===== src/imu_spd_pkg.sv =====
// shared types and constants for the imu serial packet deframer
package imu_spd_pkg;

    // packet framing bytes
    localparam logic [7:0] HEADER_BYTE = 8'h55;
    localparam logic [7:0] TYPE_ACCEL  = 8'h51;
    localparam logic [7:0] TYPE_RATE   = 8'h52;
    localparam logic [7:0] TYPE_ANGLE  = 8'h53;

    // packet kind codes
    localparam logic [1:0] KIND_ACCEL = 2'd0;
    localparam logic [1:0] KIND_RATE  = 2'd1;
    localparam logic [1:0] KIND_ANGLE = 2'd2;

    // configuration register indexes
    localparam int         CFG_IDX_W     = 2;
    localparam logic [1:0] REG_ACCEL_GAIN = 2'd0;
    localparam logic [1:0] REG_RATE_GAIN  = 2'd1;
    localparam logic [1:0] REG_ANGLE_GAIN = 2'd2;

    // field widths
    localparam int GAIN_W  = 20;
    localparam int RAW_W   = 16;
    localparam int SCALE_W = 20;
    localparam int TOTAL_W = 16;
    localparam int PROD_W  = RAW_W + GAIN_W + 1;

    // reset gains, q.8 full scale
    localparam logic [GAIN_W-1:0] ACCEL_GAIN_RST = 20'd40141;
    localparam logic [GAIN_W-1:0] RATE_GAIN_RST  = 20'd512000;
    localparam logic [GAIN_W-1:0] ANGLE_GAIN_RST = 20'd46080;

    // saturation limits of the scaled value
    localparam logic [SCALE_W-1:0] SCALED_MAX = 20'h7FFFF;
    localparam logic [SCALE_W-1:0] SCALED_MIN = 20'h80000;

    // one parsed word on its way to the scaler
    typedef struct packed {
        logic                    ready;
        logic [1:0]              kind;
        logic [2:0][RAW_W-1:0]   raw;
        logic [GAIN_W-1:0]       gain;
        logic [TOTAL_W-1:0]      cs_total;
        logic [TOTAL_W-1:0]      hdr_total;
        logic                    synced;
    } imu_spd_item_t;

endpackage


===== src/imu_spd_parse.sv =====
// byte window, checksum and header check, sync state, error counters and gain registers
module imu_spd_parse #(
    parameter int PACKET_BYTES = 11,
    parameter int COUNTER_BITS = 16
) (
    input  logic                                  aclk,
    input  logic                                  aresetn,
    input  logic                                  cfg_we,
    input  logic [imu_spd_pkg::CFG_IDX_W-1:0]     cfg_index,
    input  logic [imu_spd_pkg::GAIN_W-1:0]        cfg_wdata,
    input  logic                                  s_tvalid,
    output logic                                  s_tready,
    input  logic [7:0]                            rx_byte,
    output logic                                  item_valid,
    input  logic                                  item_take,
    output imu_spd_pkg::imu_spd_item_t            item
);
    import imu_spd_pkg::*;

    localparam int SKIP_W = $clog2(PACKET_BYTES);
    localparam int EXT_W  = (COUNTER_BITS > TOTAL_W) ? COUNTER_BITS : TOTAL_W;

    logic [7:0]              win_reg [PACKET_BYTES];
    logic [7:0]              win_next [PACKET_BYTES];
    logic [SKIP_W-1:0]       skip_reg, skip_next;
    logic                    sync_reg, sync_next;
    logic [COUNTER_BITS-1:0] cs_reg, cs_next;
    logic [COUNTER_BITS-1:0] hdr_reg, hdr_next;
    logic [GAIN_W-1:0]       accel_gain_reg, rate_gain_reg, angle_gain_reg;
    logic                    valid_reg;
    imu_spd_item_t           item_reg, item_next;
    logic [7:0]              axis_byte [6];
    logic [7:0]              sum;
    logic                    fire;
    logic [EXT_W-1:0]        cs_ext, hdr_ext;

    assign s_tready   = !valid_reg || item_take;
    assign fire       = s_tvalid && s_tready;
    assign item_valid = valid_reg;
    assign item       = item_reg;

    // shift the new byte into the window
    always_comb begin
        for (int i = 0; i < PACKET_BYTES - 1; i++) begin
            win_next[i] = win_reg[i + 1];
        end
        win_next[PACKET_BYTES-1] = rx_byte;
    end

    // axis bytes, zero where the window is too short
    for (genvar j = 0; j < 6; j++) begin : g_axis
        if (j + 2 < PACKET_BYTES) begin : g_in
            assign axis_byte[j] = win_next[j + 2];
        end else begin : g_out
            assign axis_byte[j] = 8'd0;
        end
    end

    // modulo-256 sum of the older bytes
    always_comb begin
        sum = 8'd0;
        for (int i = 0; i < PACKET_BYTES - 1; i++) begin
            sum = sum + win_next[i];
        end
    end

    // packet checks and state update
    always_comb begin
        skip_next = skip_reg;
        sync_next = sync_reg;
        cs_next   = cs_reg;
        hdr_next  = hdr_reg;
        item_next = '0;
        if (skip_reg != '0) begin
            skip_next = skip_reg - 1'b1;
        end else if (sum != rx_byte) begin
            if (sync_reg) begin
                sync_next = 1'b0;
                if (cs_reg != '1) cs_next = cs_reg + 1'b1;
            end
        end else if (win_next[0] != HEADER_BYTE) begin
            if (hdr_reg != '1) hdr_next = hdr_reg + 1'b1;
        end else begin
            unique case (win_next[1])
                TYPE_ACCEL: begin
                    item_next.ready = 1'b1;
                    item_next.kind  = KIND_ACCEL;
                    item_next.gain  = accel_gain_reg;
                end
                TYPE_RATE: begin
                    item_next.ready = 1'b1;
                    item_next.kind  = KIND_RATE;
                    item_next.gain  = rate_gain_reg;
                end
                TYPE_ANGLE: begin
                    item_next.ready = 1'b1;
                    item_next.kind  = KIND_ANGLE;
                    item_next.gain  = angle_gain_reg;
                end
                default: begin
                    if (hdr_reg != '1) hdr_next = hdr_reg + 1'b1;
                end
            endcase
            if (item_next.ready) begin
                sync_next = 1'b1;
                skip_next = SKIP_W'(PACKET_BYTES - 1);
                for (int k = 0; k < 3; k++) begin
                    item_next.raw[k] = {axis_byte[2*k+1], axis_byte[2*k]};
                end
            end
        end
        cs_ext              = EXT_W'(cs_next);
        hdr_ext             = EXT_W'(hdr_next);
        item_next.cs_total  = cs_ext[TOTAL_W-1:0];
        item_next.hdr_total = hdr_ext[TOTAL_W-1:0];
        item_next.synced    = sync_next;
    end

    // state registers
    always_ff @(posedge aclk) begin
        if (!aresetn) begin
            for (int i = 0; i < PACKET_BYTES; i++) win_reg[i] <= 8'd0;
            skip_reg  <= '0;
            sync_reg  <= 1'b0;
            cs_reg    <= '0;
            hdr_reg   <= '0;
            valid_reg <= 1'b0;
        end else begin
            if (fire) begin
                win_reg  <= win_next;
                skip_reg <= skip_next;
                sync_reg <= sync_next;
                cs_reg   <= cs_next;
                hdr_reg  <= hdr_next;
            end
            if (s_tready) valid_reg <= s_tvalid;
        end
    end

    // word register toward the scaler
    always_ff @(posedge aclk) begin
        if (fire) item_reg <= item_next;
    end

    // gain registers
    always_ff @(posedge aclk) begin
        if (!aresetn) begin
            accel_gain_reg <= ACCEL_GAIN_RST;
            rate_gain_reg  <= RATE_GAIN_RST;
            angle_gain_reg <= ANGLE_GAIN_RST;
        end else if (cfg_we) begin
            unique case (cfg_index)
                REG_ACCEL_GAIN: accel_gain_reg <= cfg_wdata;
                REG_RATE_GAIN:  rate_gain_reg  <= cfg_wdata;
                REG_ANGLE_GAIN: angle_gain_reg <= cfg_wdata;
                default: ;
            endcase
        end
    end

endmodule


===== src/imu_spd_scale.sv =====
// gain multiply, then rounding and saturation into the result register
module imu_spd_scale (
    input  logic                                  aclk,
    input  logic                                  aresetn,
    input  logic                                  item_valid,
    output logic                                  item_take,
    input  imu_spd_pkg::imu_spd_item_t            item,
    output logic                                  out_valid,
    input  logic                                  out_take,
    output imu_spd_pkg::imu_spd_item_t            out_item,
    output logic [2:0][imu_spd_pkg::SCALE_W-1:0]  out_scaled
);
    import imu_spd_pkg::*;

    logic                            prod_valid_reg;
    imu_spd_item_t                   prod_item_reg;
    logic signed [PROD_W-1:0]        prod_reg [3];
    logic signed [PROD_W-1:0]        prod_next [3];
    logic                            res_valid_reg;
    imu_spd_item_t                   res_item_reg;
    logic [2:0][SCALE_W-1:0]         res_scaled_reg, res_scaled_next;
    logic                            prod_take;
    logic [PROD_W-1:0]               mag [3];
    logic [PROD_W-1:0]               rnd [3];
    logic [PROD_W-16:0]              quo [3];
    logic [PROD_W-16:0]              quo_neg [3];

    // stall chain: a stage moves when the one after it has room
    assign prod_take  = !res_valid_reg || out_take;
    assign item_take  = !prod_valid_reg || prod_take;
    assign out_valid  = res_valid_reg;
    assign out_item   = res_item_reg;
    assign out_scaled = res_scaled_reg;

    // raw times gain, gain taken as unsigned
    always_comb begin
        for (int k = 0; k < 3; k++) begin
            prod_next[k] = PROD_W'($signed(item.raw[k])) *
                           PROD_W'($signed({1'b0, item.gain}));
        end
    end

    // divide by 32768 rounding halves away from zero, then saturate
    always_comb begin
        for (int k = 0; k < 3; k++) begin
            mag[k]     = prod_reg[k][PROD_W-1] ? PROD_W'(-prod_reg[k]) : PROD_W'(prod_reg[k]);
            rnd[k]     = mag[k] + PROD_W'(16384);
            quo[k]     = rnd[k][PROD_W-1:15];
            quo_neg[k] = -quo[k];
            if (!prod_reg[k][PROD_W-1]) begin
                res_scaled_next[k] = (quo[k] > (PROD_W-15)'(SCALED_MAX)) ?
                                     SCALED_MAX : quo[k][SCALE_W-1:0];
            end else begin
                res_scaled_next[k] = (quo[k] > (PROD_W-15)'(SCALED_MIN)) ?
                                     SCALED_MIN : quo_neg[k][SCALE_W-1:0];
            end
        end
    end

    // valid flags
    always_ff @(posedge aclk) begin
        if (!aresetn) begin
            prod_valid_reg <= 1'b0;
            res_valid_reg  <= 1'b0;
        end else begin
            if (item_take) prod_valid_reg <= item_valid;
            if (prod_take) res_valid_reg  <= prod_valid_reg;
        end
    end

    // product and result payload
    always_ff @(posedge aclk) begin
        if (item_take && item_valid) begin
            prod_item_reg <= item;
            prod_reg      <= prod_next;
        end
        if (prod_take && prod_valid_reg) begin
            res_item_reg   <= prod_item_reg;
            res_scaled_reg <= res_scaled_next;
        end
    end

endmodule


===== src/imu_serial_packet_deframer.sv =====
// top level of the imu serial packet deframer
//
//  channel   direction  content
//  s_axis    in         tdata[7:0] rx_byte
//  m_axis    out        tuser: ready, kind; tdata: raw, scaled, totals, synced
//  cfg       in         cfg_we, cfg_index, cfg_wdata (three gain registers)
//
// one byte is taken per cycle while s_tready is high; its result reaches m_tvalid
// through the parse register, product register and result register.
// reset is synchronous and active low; the window, counters and sync clear.
// a stalled output holds the pipeline; s_tready drops only when all three
// stages are full and m_tready is low.
module imu_serial_packet_deframer #(
    parameter int PACKET_BYTES = 11,
    parameter int COUNTER_BITS = 16
) (
    input  logic                               aclk,
    input  logic                               aresetn,
    input  logic                               cfg_we,
    input  logic [imu_spd_pkg::CFG_IDX_W-1:0]  cfg_index,
    input  logic [imu_spd_pkg::GAIN_W-1:0]     cfg_wdata,
    input  logic                               s_tvalid,
    output logic                               s_tready,
    input  logic [7:0]                         s_tdata,   // rx_byte
    output logic                               m_tvalid,
    input  logic                               m_tready,
    // packet_ready, packet_kind[1:0]
    output logic [2:0]                         m_tuser,
    // raw_x, raw_y, raw_z, scaled_x, scaled_y, scaled_z,
    // checksum_error_total, header_error_total, synced, 3 zero bits
    output logic [143:0]                       m_tdata
);
    import imu_spd_pkg::*;

    logic                     item_valid;
    logic                     item_take;
    imu_spd_item_t            item;
    imu_spd_item_t            out_item;
    logic [2:0][SCALE_W-1:0]  out_scaled;

    // framing, checks and state
    imu_spd_parse #(
        .PACKET_BYTES (PACKET_BYTES),
        .COUNTER_BITS (COUNTER_BITS)
    ) u_parse (
        .aclk       (aclk),
        .aresetn    (aresetn),
        .cfg_we     (cfg_we),
        .cfg_index  (cfg_index),
        .cfg_wdata  (cfg_wdata),
        .s_tvalid   (s_tvalid),
        .s_tready   (s_tready),
        .rx_byte    (s_tdata),
        .item_valid (item_valid),
        .item_take  (item_take),
        .item       (item)
    );

    // gain scaling and result register
    imu_spd_scale u_scale (
        .aclk       (aclk),
        .aresetn    (aresetn),
        .item_valid (item_valid),
        .item_take  (item_take),
        .item       (item),
        .out_valid  (m_tvalid),
        .out_take   (m_tready),
        .out_item   (out_item),
        .out_scaled (out_scaled)
    );

    // pack the result word
    assign m_tuser = {out_item.kind, out_item.ready};
    assign m_tdata = {3'b000,
                      out_item.synced,
                      out_item.hdr_total,
                      out_item.cs_total,
                      out_scaled[2],
                      out_scaled[1],
                      out_scaled[0],
                      out_item.raw[2],
                      out_item.raw[1],
                      out_item.raw[0]};

endmodule

===== config.mk =====
export PLATFORM = sky130hd
export DESIGN_NAME = imu_serial_packet_deframer
export DESIGN_NICKNAME = d
export VERILOG_FILES = /design/src/imu_spd_pkg.sv /design/src/imu_spd_parse.sv /design/src/imu_spd_scale.sv /design/src/imu_serial_packet_deframer.sv
export SDC_FILE = /design/constraint.sdc
export NUM_CORES = 2
export LEC_CHECK = 0
export ABC_AREA = 1
export ABC_CLOCK_PERIOD_IN_PS = 17200
export BUFFER_PORTS_ARGS = -buffer_cell sky130_fd_sc_hd__buf_2
export CORE_MARGIN = 1
export CORE_UTILIZATION = 30
export CTS_BUF_LIST = sky130_fd_sc_hd__clkbuf_8
export DETAILED_ROUTE_END_ITERATION = 10
export PLACE_DENSITY = 0.44
export SETUP_SLACK_MARGIN = 0.4
export SLEW_MARGIN = 20
export SYNTH_ARGS = -nofsm -noshare
export SYNTH_HDL_FRONTEND = slang
export SYNTH_HIERARCHICAL = 1
export SYNTH_SLANG_ARGS = --single-unit

===== constraint.sdc =====
create_clock -name aclk -period 17.2 [get_ports aclk]
set_input_delay 1.72 -clock aclk [delete_from_list [all_inputs] [get_ports aclk]]
set_output_delay 1.72 -clock aclk [all_outputs]
set_load 0.03 [all_outputs]

== Word level (Yosys, flattened, before mapping) ==
Cells that the tools add are included.
Widths: inputs -> output; s select.
Storage, ports and cells
  word-level logic and storage cells: 146
  register bits: 623
  output and inout port bits: 149
  input port bits: 35
Cells by class
  bitwise logic cells: 1
  equal/unequal tests: 11
  $add $sub $neg: 21
  muxes and demuxes: 34
  reductions and logical operators: 19
  multiply operators: 3
  order comparisons: 6
Operators with widths (count)
  $mux 20: 9
  $mux 16: 9
  $add 37x15->37 const B: 3
  $mul 16x21->37: 3
  $mux 37: 3
  $neg 37->37: 3
  $add 8x8->8: 9
  $gt 22x19->1 const B: 3
  $gt 22x20->1 const B: 3
  $neg 20->20: 3
  $pmux 20 s3: 1
  $add 16x1->16 const B: 2
  $ne 16x16->1 const B: 2
  $eq 8x7->1 const B: 3
  $mux 4: 4
  $mux 3: 3
  $pmux 3 s3: 1
  $ne 8x7->1 const B: 1
  $ne 8x8->1: 1
  $reduce_and 2->1: 3
  $reduce_or 3->1: 2
  $mux 1: 4
  $ne 2x1->1 const B: 2
  $reduce_and 4->1: 1
  11 further kinds: 17

== Logic depth before layout (Yosys ltp) ==
  word-level depth: 16
  gate-level depth with buffers: 32
  mapped depth without buffers: 30

== By module ==
Netlist, hierarchy kept.
Modules (own cells, without submodules)
  imu_spd_scale: instances 1, area an instance 52680.5 um^2, cells each 6413, seq. area each 11421.0 um^2
  imu_spd_parse: instances 1, area an instance 13490.4 um^2, cells each 1577, seq. area each 6686.4 um^2
  imu_serial_packet_deframer: instances 1, area an instance 26.3 um^2, cells each 4, seq. area each 0.0 um^2

== Least setup slack after synthesis ==
Ideal clock, no wire load.
  path kind: input to register
  start: input port m_tready
  end: register u_scale.res_item_reg (netlist bit u_scale/out_item[0]), enable pin
  data arrival time: 9634 ps
  stages on the path: 2
  setup slack: 6824 ps
  library setup time: 742 ps
  path through: inv_1 -> a21oi_1
Between the ends
  longest elaborated chain between the ends: 2
RTL lines
  from (decl): line imu_serial_packet_deframer.sv:26  | input logic m_tready,
  $logic_or 1x1->1: line imu_spd_scale.sv:29  | assign prod_take = !res_valid_reg || out_take;
  $logic_and 1x1->1: line imu_spd_scale.sv:77  | if (prod_take && prod_valid_reg) begin
  to (signal assigned): line imu_spd_scale.sv:78  | res_item_reg <= prod_item_reg;
  to (decl): line imu_spd_scale.sv:20  | imu_spd_item_t res_item_reg;
No other way between the ends.
A chain may end at the register's enable or synchronous reset.

==> run_results.csv <==
group,metric,value,unit
setup_path,cpPeakStageDelay,0.57,ns
clock_tree,postCtsHoldBufs,0,
clock_tree,htreeDepth,3,
route,viasPerCell,4.56,
die,die_y,467,um
setup_path,crit_slowest_cell,"fa_1",
synthesis,synthCells,7954,
setup_path,critPathLaunchType,"flip-flop",
route,met1_length,89900,um
finish,nets,9257,
power_and_ir_drop,pwr-share-seq,28.6,%
setup_path,critPathCaptureType,"flip-flop",
global_route,grt_antenna_before_repair,19,
sta,slew_headroom,23.1,%
route,wl_met3,9830,um
die,coreArea,215000,um^2
synthesis,syn_area,65000,um^2
setup_path,path_common_cell,"inv_1",
setup_path,arrival,7.65,ns
setup_path,path_buf_inv,9,
finish,fin_cells,10952,
placement,port_buffers,180,
setup_path,cp.required,17.81,ns
route,avgRoutedWirePerCell,17.4,um
setup_path,crit_type,"flip-flop to flip-flop",
sta,finalCriticalPeriod,7.04,ns
sta,skew,0.0559,ns
sta,fmax,142,MHz
clock_tree,cts_setup_buffers,0,
clock_tree,clock-root-buffer,"clkbuf_8",
sta,worst_pin_slew,1.15,ns
placement,placed_cells,10730,
sta,setup-tns-final,0,ns
finish,final_common_cell,"inv_1",
global_route,grt_pass1_wl,301000,um
finish,layout_common_cells,"inv_1, nand2_1, fa_1",
route,drt-pass1-iter-count,6,
sta,rsz0062_at_grt,"no",
worst_hold_path,holdCritPathClass,"flip-flop to flip-flop",
clock_tree,cts.repair.resized,0,
setup_path,cpLargestDelayFamily,"adder cells",
clock_tree,cts.sinks,623,
global_route,gr-total-overflow,0,
finish,drive_gt1_share,8.16,%
finish,largest_reg_flops,111,
sta,drv_slew,0,
clock_tree,cts_buffers,113,
power_and_ir_drop,p_int,0.00384,W
power_and_ir_drop,p_clk_share,20.8,%
status,status,"finished clean",
global_route,grtUsageTotal,17.7,%
route,drc,0,
route,ant_nets,0,
die,num_io_pins,184,
die,start_util,30.2,%
power_and_ir_drop,p_comb_share,50.6,%
die,die_area,219000,um^2
power_and_ir_drop,p_leak,36.4,nW
route,drt_first_iter_violations,3120,
power_and_ir_drop,net-switching-power,0.00320,W
power_and_ir_drop,swShare,45.4,%
route,wirelength,191000,um
sta,final-hold-violation-count,0,
global_route,grt_start_max_net_pins,110,
die,fp.dieW,467,um
placement,dpl.hpwl,142000,um
finish,area_growth_syn_to_layout,9.30,%
setup_path,cp_max_fo,31,
route,dr.max_layer_used,"met5",
clock_tree,path_clk_slew,0.07,ns
die,rows,170,
power_and_ir_drop,ir_drop,0.0000629,V
sta,setup_viol,0,
global_route,grt_pass1_vias,51652,
placement,gp_congestion,0.831,
synthesis,syn_area_per_cell,8.17,um^2
route,route.met2.wl,87200,um
synthesis,yosysWarnings,6,
finish,postLayoutCoreUtil,33.0,%
clock_tree,cts_max_path_buffers,3,
clock_tree,cts_tree,"done",
flow_run,maxCapViolCount,0,
route,vias,49992,
sta,period_share,40.9,%
power_and_ir_drop,power_density,99.0,nW/um^2
clock_tree,insertion_delay,0.89,ns
through the flow:
stage | instance area, um^2 | hold WS (ns) | worst slack [ns] | total power (W)
6_report | 71000 | 0.415 | 10.16 | 0.00703
4_1_cts | 71000 | 0.416 | 10.14 | 0.00714
5_1_grt | 71000 | 0.418 | 9.70 | 0.00770
3_5_place_dp | 68700 | 0.405 | 10.14 | 0.00560
3_3_place_gp | 68700 | 0.400 | 10.09 | 0.00560
2_1_floorplan | 65000 | 0.400 | 7.82 | 0.00462
layout make-up:
| type | count | area [um^2] |
|---|---|---|
| clock buffer | 124 | 1710 |
| sequential | 623 | 16900 |
| timing repair buffer | 246 | 1420 |
| multi-input combinational | 5100 | 39600 |
| clock inverter | 87 | 594 |
| fill | 22668 | 144000 |
| antenna | 9 | 22.5 |
| inverter | 1925 | 7240 |
| tap | 2838 | 3550 |
metal layers:
layer,up-vias,global-route usage [%]
met1,24621,24.6
met2,977,28.6
li1,24159,-
met4,24,3.98
met3,211,2.86
met5,-,0
worst paths after layout:
check                                                    startpoint                         endpoint  slack, ns  cells past startpoint
worst max-delay path                 u_parse/item[48]$_SDFFCE_PP0P_  u_scale/prod_reg[108]$_DFFE_PP_      10.16                     27
worst min-delay path            u_scale/prod_item_reg[18]$_DFFE_PP_   u_scale/out_item[18]$_DFFE_PP_       0.41                      0
worst max register to register       u_parse/item[48]$_SDFFCE_PP0P_  u_scale/prod_reg[108]$_DFFE_PP_      10.16                     27
worst min register to register  u_scale/prod_item_reg[18]$_DFFE_PP_   u_scale/out_item[18]$_DFFE_PP_       0.41                      0
power groups by stage:
stage	clock network (W)	registers, W	logic (W)
after global routing	0.00160	0.00203	0.00407
final	0.00147	0.00201	0.00356
after detailed placement	0	0.00204	0.00356
after CTS	0.00154	0.00201	0.00359
after global placement	0	0.00204	0.00356
after floorplan	0	0.00199	0.00263
Power figures use the tool's default switching activity.
